==> config.mk <==
export PLATFORM = sky130hd
export DESIGN_NAME = pba_ctrl
export DESIGN_NICKNAME = d
export VERILOG_FILES = /design/src/design/pba_pkg.sv /design/src/design/pba_ctrl.sv
export SDC_FILE = /design/constraint.sdc
export NUM_CORES = 1
export LEC_CHECK = 0
export BUFFER_PORTS_ARGS = -buffer_cell sky130_fd_sc_hd__buf_2
export CORE_AREA = 5 5 42 44
export DETAILED_ROUTE_END_ITERATION = 12
export DIE_AREA = 0 0 47 49
export PLACE_DENSITY = 0.74
export REMOVE_ABC_BUFFERS = 1
export SYNTH_ARGS = -nofsm -noshare
export SYNTH_HDL_FRONTEND = slang
export SYNTH_SLANG_ARGS = --single-unit
==> constraint.sdc <==
create_clock -name i_clk -period 2 [get_ports i_clk]
set_input_delay 0.4 -clock i_clk [delete_from_list [all_inputs] [get_ports i_clk]]
set_output_delay 0.4 -clock i_clk [all_outputs]
set_load 0.01 [all_outputs]
==> src/design/pba_pkg.sv <==
// ----------------------------------------------------------------------------
// pba_pkg
// Shared sizes, operation codes, item types and the controller/datapath
// command and status groups of the page bitmap allocator.
// ----------------------------------------------------------------------------
package pba_pkg;

    // map geometry
    localparam int NUM_PAGES  = 4096;
    localparam int PAGE_BYTES = 4096;
    localparam int MAP_WORDS  = (NUM_PAGES + 31) / 32;
    localparam int WORD_W     = (MAP_WORDS > 1) ? $clog2(MAP_WORDS) : 1;
    localparam int BIT_W      = 5;
    localparam int IDX_W      = WORD_W + BIT_W;
    localparam int PB_SH      = $clog2(PAGE_BYTES);
    localparam int LPW        = 64 - PB_SH;

    // field widths
    localparam int OP_W   = 3;
    localparam int ADDR_W = 24;
    localparam int CNT_W  = 13;
    localparam int CTR_W  = 32;

    localparam logic [63:0] PAGE_MASK = 64'(PAGE_BYTES - 1);
    localparam logic [63:0] MAP_BYTES = 64'(NUM_PAGES) * 64'(PAGE_BYTES);

    // operation codes
    localparam logic [OP_W-1:0] OP_ALLOC   = 3'd0;
    localparam logic [OP_W-1:0] OP_FREE    = 3'd1;
    localparam logic [OP_W-1:0] OP_RELEASE = 3'd2;
    localparam logic [OP_W-1:0] OP_RESERVE = 3'd3;
    localparam logic [OP_W-1:0] OP_START   = 3'd4;
    localparam logic [OP_W-1:0] OP_RESTART = 3'd5;

    typedef struct packed {
        logic [OP_W-1:0] operation;
        logic [63:0]     address;
        logic [63:0]     length;
    } t_in_item;

    typedef struct packed {
        logic [ADDR_W-1:0] page_address;
        logic              success;
        logic [CNT_W-1:0]  total_pages;
        logic [CNT_W-1:0]  used_pages;
        logic [CNT_W-1:0]  free_pages;
        logic [CTR_W-1:0]  alloc_count;
        logic [CTR_W-1:0]  free_count;
        logic [CTR_W-1:0]  failed_count;
    } t_out_item;

    // controller to datapath
    typedef struct packed {
        logic capture;
        logic set_ready;
        logic restart;
        logic count_fail;
        logic scan_init;
        logic ptr_inc;
        logic alloc_commit;
        logic free_load;
        logic free_commit;
        logic range_sum;
        logic range_chk;
        logic walk_init;
        logic walk_commit;
        logic load_out;
    } t_cmd;

    // datapath to controller
    typedef struct packed {
        logic [OP_W-1:0] op;
        logic            ready;
        logic            free_ok;
        logic            word_has_free;
        logic            idx_in_map;
        logic            scan_end;
        logic            bit_set;
        logic            range_ok;
        logic            walk_end;
        logic            out_free;
    } t_sts;

endpackage

==> src/design/pba_ctrl.sv <==
// ----------------------------------------------------------------------------
// pba_ctrl
// Sequencer for the allocator: decodes each item and steps the datapath
// through word scans, single page updates and range walks.
// ----------------------------------------------------------------------------
module pba_ctrl (
    input  logic          i_clk,
    input  logic          i_rst_n,
    input  logic          i_in_valid,
    input  pba_pkg::t_sts i_sts,
    output pba_pkg::t_cmd o_cmd,
    output logic          o_in_stall
);
    import pba_pkg::*;

    typedef enum logic [3:0] {
        S_IDLE,
        S_DECODE,
        S_SCAN_RD,
        S_SCAN_CHK,
        S_FREE_RD,
        S_FREE_WR,
        S_RNG_A,
        S_RNG_B,
        S_WALK_RD,
        S_WALK_WR,
        S_DONE
    } t_state;

    t_state r_state, n_state;
    logic   r_stall;

    // next state and commands
    always_comb begin
        n_state = r_state;
        o_cmd   = '0;
        case (r_state)
            S_IDLE: begin
                if (i_in_valid) begin
                    o_cmd.capture = 1'b1;
                    n_state       = S_DECODE;
                end
            end
            S_DECODE: begin
                case (i_sts.op)
                    OP_ALLOC: begin
                        if (i_sts.ready) begin
                            o_cmd.scan_init = 1'b1;
                            n_state         = S_SCAN_RD;
                        end else begin
                            o_cmd.count_fail = 1'b1;
                            n_state          = S_DONE;
                        end
                    end
                    OP_FREE: begin
                        if (i_sts.free_ok) begin
                            o_cmd.free_load = 1'b1;
                            n_state         = S_FREE_RD;
                        end else begin
                            n_state = S_DONE;
                        end
                    end
                    OP_RELEASE, OP_RESERVE: begin
                        o_cmd.range_sum = 1'b1;
                        n_state         = S_RNG_A;
                    end
                    OP_START: begin
                        o_cmd.set_ready = 1'b1;
                        n_state         = S_DONE;
                    end
                    OP_RESTART: begin
                        o_cmd.restart = 1'b1;
                        n_state       = S_DONE;
                    end
                    default: begin
                        n_state = S_DONE;
                    end
                endcase
            end
            S_SCAN_RD: begin
                n_state = S_SCAN_CHK;
            end
            S_SCAN_CHK: begin
                if (i_sts.word_has_free) begin
                    if (i_sts.idx_in_map) begin
                        o_cmd.alloc_commit = 1'b1;
                    end else begin
                        o_cmd.count_fail = 1'b1;
                    end
                    n_state = S_DONE;
                end else if (i_sts.scan_end) begin
                    o_cmd.count_fail = 1'b1;
                    n_state          = S_DONE;
                end else begin
                    o_cmd.ptr_inc = 1'b1;
                    n_state       = S_SCAN_RD;
                end
            end
            S_FREE_RD: begin
                n_state = S_FREE_WR;
            end
            S_FREE_WR: begin
                o_cmd.free_commit = i_sts.bit_set;
                n_state           = S_DONE;
            end
            S_RNG_A: begin
                o_cmd.range_chk = 1'b1;
                n_state         = S_RNG_B;
            end
            S_RNG_B: begin
                if (i_sts.range_ok) begin
                    o_cmd.walk_init = 1'b1;
                    n_state         = S_WALK_RD;
                end else begin
                    n_state = S_DONE;
                end
            end
            S_WALK_RD: begin
                n_state = S_WALK_WR;
            end
            S_WALK_WR: begin
                o_cmd.walk_commit = 1'b1;
                if (i_sts.walk_end) begin
                    n_state = S_DONE;
                end else begin
                    o_cmd.ptr_inc = 1'b1;
                    n_state       = S_WALK_RD;
                end
            end
            S_DONE: begin
                if (i_sts.out_free) begin
                    o_cmd.load_out = 1'b1;
                    n_state        = S_IDLE;
                end
            end
            default: begin
                n_state = S_IDLE;
            end
        endcase
    end

    // state and registered stall
    always_ff @(posedge i_clk) begin
        if (!i_rst_n) begin
            r_state <= S_IDLE;
            r_stall <= 1'b0;
        end else begin
            r_state <= n_state;
            r_stall <= (n_state != S_IDLE);
        end
    end

    assign o_in_stall = r_stall;

endmodule

# After elaboration in Yosys (flattened, before gate mapping)
# Index checks and enable logic that the tools add are counted.
[totals]
inputBits = 15
regBits = 5
output_inout_bits = 15
[classes]
mux = 42
n_eq_ne = 15
reduce_logical = 4
[ops]
columns = ["cell", "count"]
rows = [
  ["4-bit one-hot mux with 11 select lines", 1],
  ["1-bit 2-to-1 mux", 28],
  ["4-bit 2-to-1 mux", 6],
  ["4-bit by 3-bit equality test with 1-bit output, second input constant", 4],
  ["4-bit equality test, second input constant", 3],
  ["4-bit one-hot mux with 3 select lines", 1],
  ["4-bit by 2-bit equality test with 1-bit output, second input constant", 2],
  ["2-bit 2-to-1 mux", 4],
  ["3-bit by 2-bit equality test with 1-bit output, second input constant", 2],
  ["3-bit equality test, second input constant", 2],
  ["4-bit by 1-bit equality test with 1-bit output, second input constant", 1],
  ["4-bit logical NOT", 1],
  ["1-bit one-hot mux with 2 select lines", 2],
  ["4-bit nonzero test", 1],
  ["3-bit by 1-bit equality test with 1-bit output, second input constant", 1],
  ["3-bit logical NOT", 1],
  ["2-bit OR reduction", 1],
]

# Depth between registers and ports, before layout
[logic_depth]
ltp_word = 5
ltp_mapped = 5

# Least setup slack after synthesis
# No wires, ideal clock.
[synth_path]
path_type = "reg-to-output"
start = "reg r_state[3]"
end = "out o_cmd[6] (netlist name)"
t_required_ns = 1.600
slack_ns = 0.420
t_arrival_ns = 1.180
stages_incl_launch_ff = 5
cell_sequence = "dfxtp_1 buf_2 nor2_1 nand2_1 nor4_1"
[synth_rtl]
columns = ["element", "line", "text"]
rows = [
  ["start, declared", "pba_ctrl.sv:30", "t_state r_state, n_state;"],
  ["start signal, assigned", "pba_ctrl.sv:148", "r_state <= n_state;"],
  ["end, declared", "pba_ctrl.sv:11", "output pba_pkg::t_cmd o_cmd,"],
]

==> run_results.csv <==
group,metric,value,unit
status,status,"complete, no violations",
timing,setup_tns,0,ns
placement,hpwl,1200,um
setup_path,r2r.worst_path.cells,4,
route,drc,0,
setup_path,rrSetupSlack,0.56,ns
setup_path,cp_cell_sequence,"and2b_2 > nand2_2 > nor3_2 > a2bb2o_1 > buf_2",
synthesis,netlist_area,528,sq um
clock_network,cts_tree,"done",
setup_path,end_kind,"output port",
setup_path,critPathKind,"register to output port",
timing,worst_clock_skew,0.00432,ns
synthesis,yosysSeqAreaShare,0.190,
route,wl_per_cell,13.3,um
clock_network,cts_sinks,5,
timing,rsz0062_at_grt,"false",
setup_path,cp.arrival,1.48,ns
placement,gp_congestion,0.913,
job,drv_cap,0,
floorplan,die_width,47,um
pwr,p_leak,0.356,nW
synthesis,synth_seq_cells,5,
min_path,min-delay-path-class,"input port to register",
finish,nFillCells,151,
timing,hold_viol_final,0,
finish,drive_gt1_frac,0.440,
global_routing,antenna_found_initial,0,
route,drt-pass1-iter-count,4,
setup_path,cp-start-kind,"register",
timing,setup_viol_count_final,0,
synthesis,async_flop_share,0,
finish,synthToLayoutAreaGrowth,33.9,%
finish,num-nets-final,116,
clock_network,clk_latency,0.25,ns
clock_network,cts_root_buffer,"clkbuf_4",
timing,maxSlewHeadroom,0.789,
pwr,power.total,0.479,mW
finish,layout_commonest_cell,"buf_2",
clock_network,hold_buffers,0,
global_routing,grt_pass1_wl,2480,um
finish,n_antenna_cell,0,
synthesis,yosysUniqueCellTypes,38,
setup_path,crit_required,1.60,ns
timing,tightest_slew,0.316,ns
finish,layout_common_cells,"buf_2, nand2_1, nor3_1",
route,totalWireLength,1540,um
clock_network,numCtsBuffers,3,
setup_path,slowest_delay,0.40,ns
pwr,powerDensity,677,mW/mm^2
route,antenna_left,0,
timing,fmax,0.532,GHz
clock_network,path_clk_slew,0.05,ns
floorplan,die_area,0.00230,sq mm
floorplan,core_region_area,0.00140,sq mm
synthesis,synth.avg_cell_area,7.44,sq um
timing,finalWorstPathRequiredPeriod,1.88,ns
min_path,hold_path_end,"r_state[2]",
global_routing,grt_pass1_vias,581,
floorplan,rows,14,
setup_path,cp_top_family,"simple AND/OR/NAND/NOR gates",
synthesis,syn_inst,71,
route,routed_via_density,5.53,
clock_network,htree_num_levels,1,
global_routing,grt-ovfl-total,0,
route,drt_iter0_markers,18,
setup_path,r2r-end,"r_state[1]",
floorplan,boundaryPins,30,
synthesis,synth_edf_count,0,
global_routing,grtUsageTotal,0.144,
setup_path,rr_startpoint,"r_state[2]",
min_path,whs_path_depth,3,
clock_network,clk_path_buf_depth,2,
synthesis,ys_warn_count,0,
floorplan,start_util,0.377,
min_path,min-delay-start,"i_rst_n",
floorplan,die_h,49,um
timing,drv_slew,0,
timing,fin_crit_sh,0.940,
route,vias,642,
setup_path,worst-path-max-fanout,12,
global_routing,grt_max_degree,17,
setup_path,crit_buf_inv,1,
placement,io_buffers,29,
synthesis,ys.flop_type,"dfxtp_1",
pwr,peakVddDrop,0.000320,V
setup_path,cpMaxStageDelayCell,"dfxtp_4",
finish,utilization,0.504,
logic make-up after synthesis:
kind of cell           after synthesis  synth area share
AOI/OAI and AO/OA                   17             0.261
buffers and inverters                9            0.0995
DFF                                  5             0.190
muxes                                1            0.0190
and+or+nand+nor                     39             0.431
worst max-delay path by stage:
stage / slack [ns] / end / cells past startpoint / from
3_5_place_dp: 0.18 / o_cmd[9] / 5 / r_state[3]
6_report: 0.12 / o_cmd[10] / 5 / r_state[1]
4_1_cts: 0.06 / o_cmd[9] / 5 / r_state[1]
5_1_grt: 0.04 / o_cmd[9] / 5 / r_state[1]
2_1_floorplan: 0.30 / o_cmd[6] / 3 / r_state[0]
3_3_place_gp: 0.28 / o_cmd[10] / 5 / r_state[1]
report_power, final:
group	internal (mW)	switching, mW	total, mW	leakage [nW]
logic	0.0898	0.115	0.205	0.298
clock network	0.0756	0.0443	0.120	0.0150
registers	0.124	0.0303	0.154	0.0429
cell usage after synthesis (all sizes together), types with 2 or more instances:
cell type | count | area, sq um
nand2 | 7 | 26.3
nor3 | 6 | 30.0
buf | 5 | 37.5
dfxtp | 5 | 100
and3 | 4 | 25.0
inv | 4 | 15.0
nor2 | 4 | 15.0
o21ai | 4 | 20.0
a21oi | 2 | 10.0
a31oi | 2 | 18.8
nor2b | 2 | 12.5
nor3b | 2 | 15.0
nor4 | 2 | 12.5
stage by stage:
| stage | worst slack (ns) | std cells | area (sq um) | hold slack (ns) |
|---|---|---|---|---|
| 2_1_floorplan | 0.303 | 66 | 490 | 0.562 |
| 3_3_place_gp | 0.276 | 112 | 663 | 0.611 |
| 3_5_place_dp | 0.184 | 112 | 663 | 0.617 |
| 4_1_cts | 0.0554 | 116 | 698 | 0.434 |
| 5_1_grt | 0.0398 | 116 | 707 | 0.439 |
| 6_report | 0.120 | 116 | 707 | 0.429 |
layer usage:
metal  share of wire  global-route usage  vias up
met5               0                   0        -
li1                -                   -      330
met2            0.46               0.213       26
met3           0.099              0.0406        4
met1            0.42               0.180      282
met4           0.016              0.0783        0
what timing repair did:
item | CTS | global route
setup buffers | 0 | 0
endpoints found under the setup margin | 3 | 5
pin swaps | 0 | 0
hold endpoints to repair | 0 | 0
gates resized for setup | 3 | 5
cell type report:
type                       count  area, sq um  area share
clock buffer                   4         26.3      0.0372
inverter                       4         15.0      0.0212
multi-input combinational     57          387       0.547
sequential                     5          106       0.150
tap                           16         20.0      0.0283
timing repair buffer          30          153       0.216
tightest hold or removal path, delay by kind of cell:
| family | cells | cell delay [ns] |
|---|---|---|
| buf+inv | 2 | 0.18 |
| simple gates | 1 | 0.05 |
state kept, by name, indices dropped and copies added, names as in the netlist:
name        flops
o_in_stall      1
r_state         4
No activity file was read; power rests on OpenSTA's default activity.
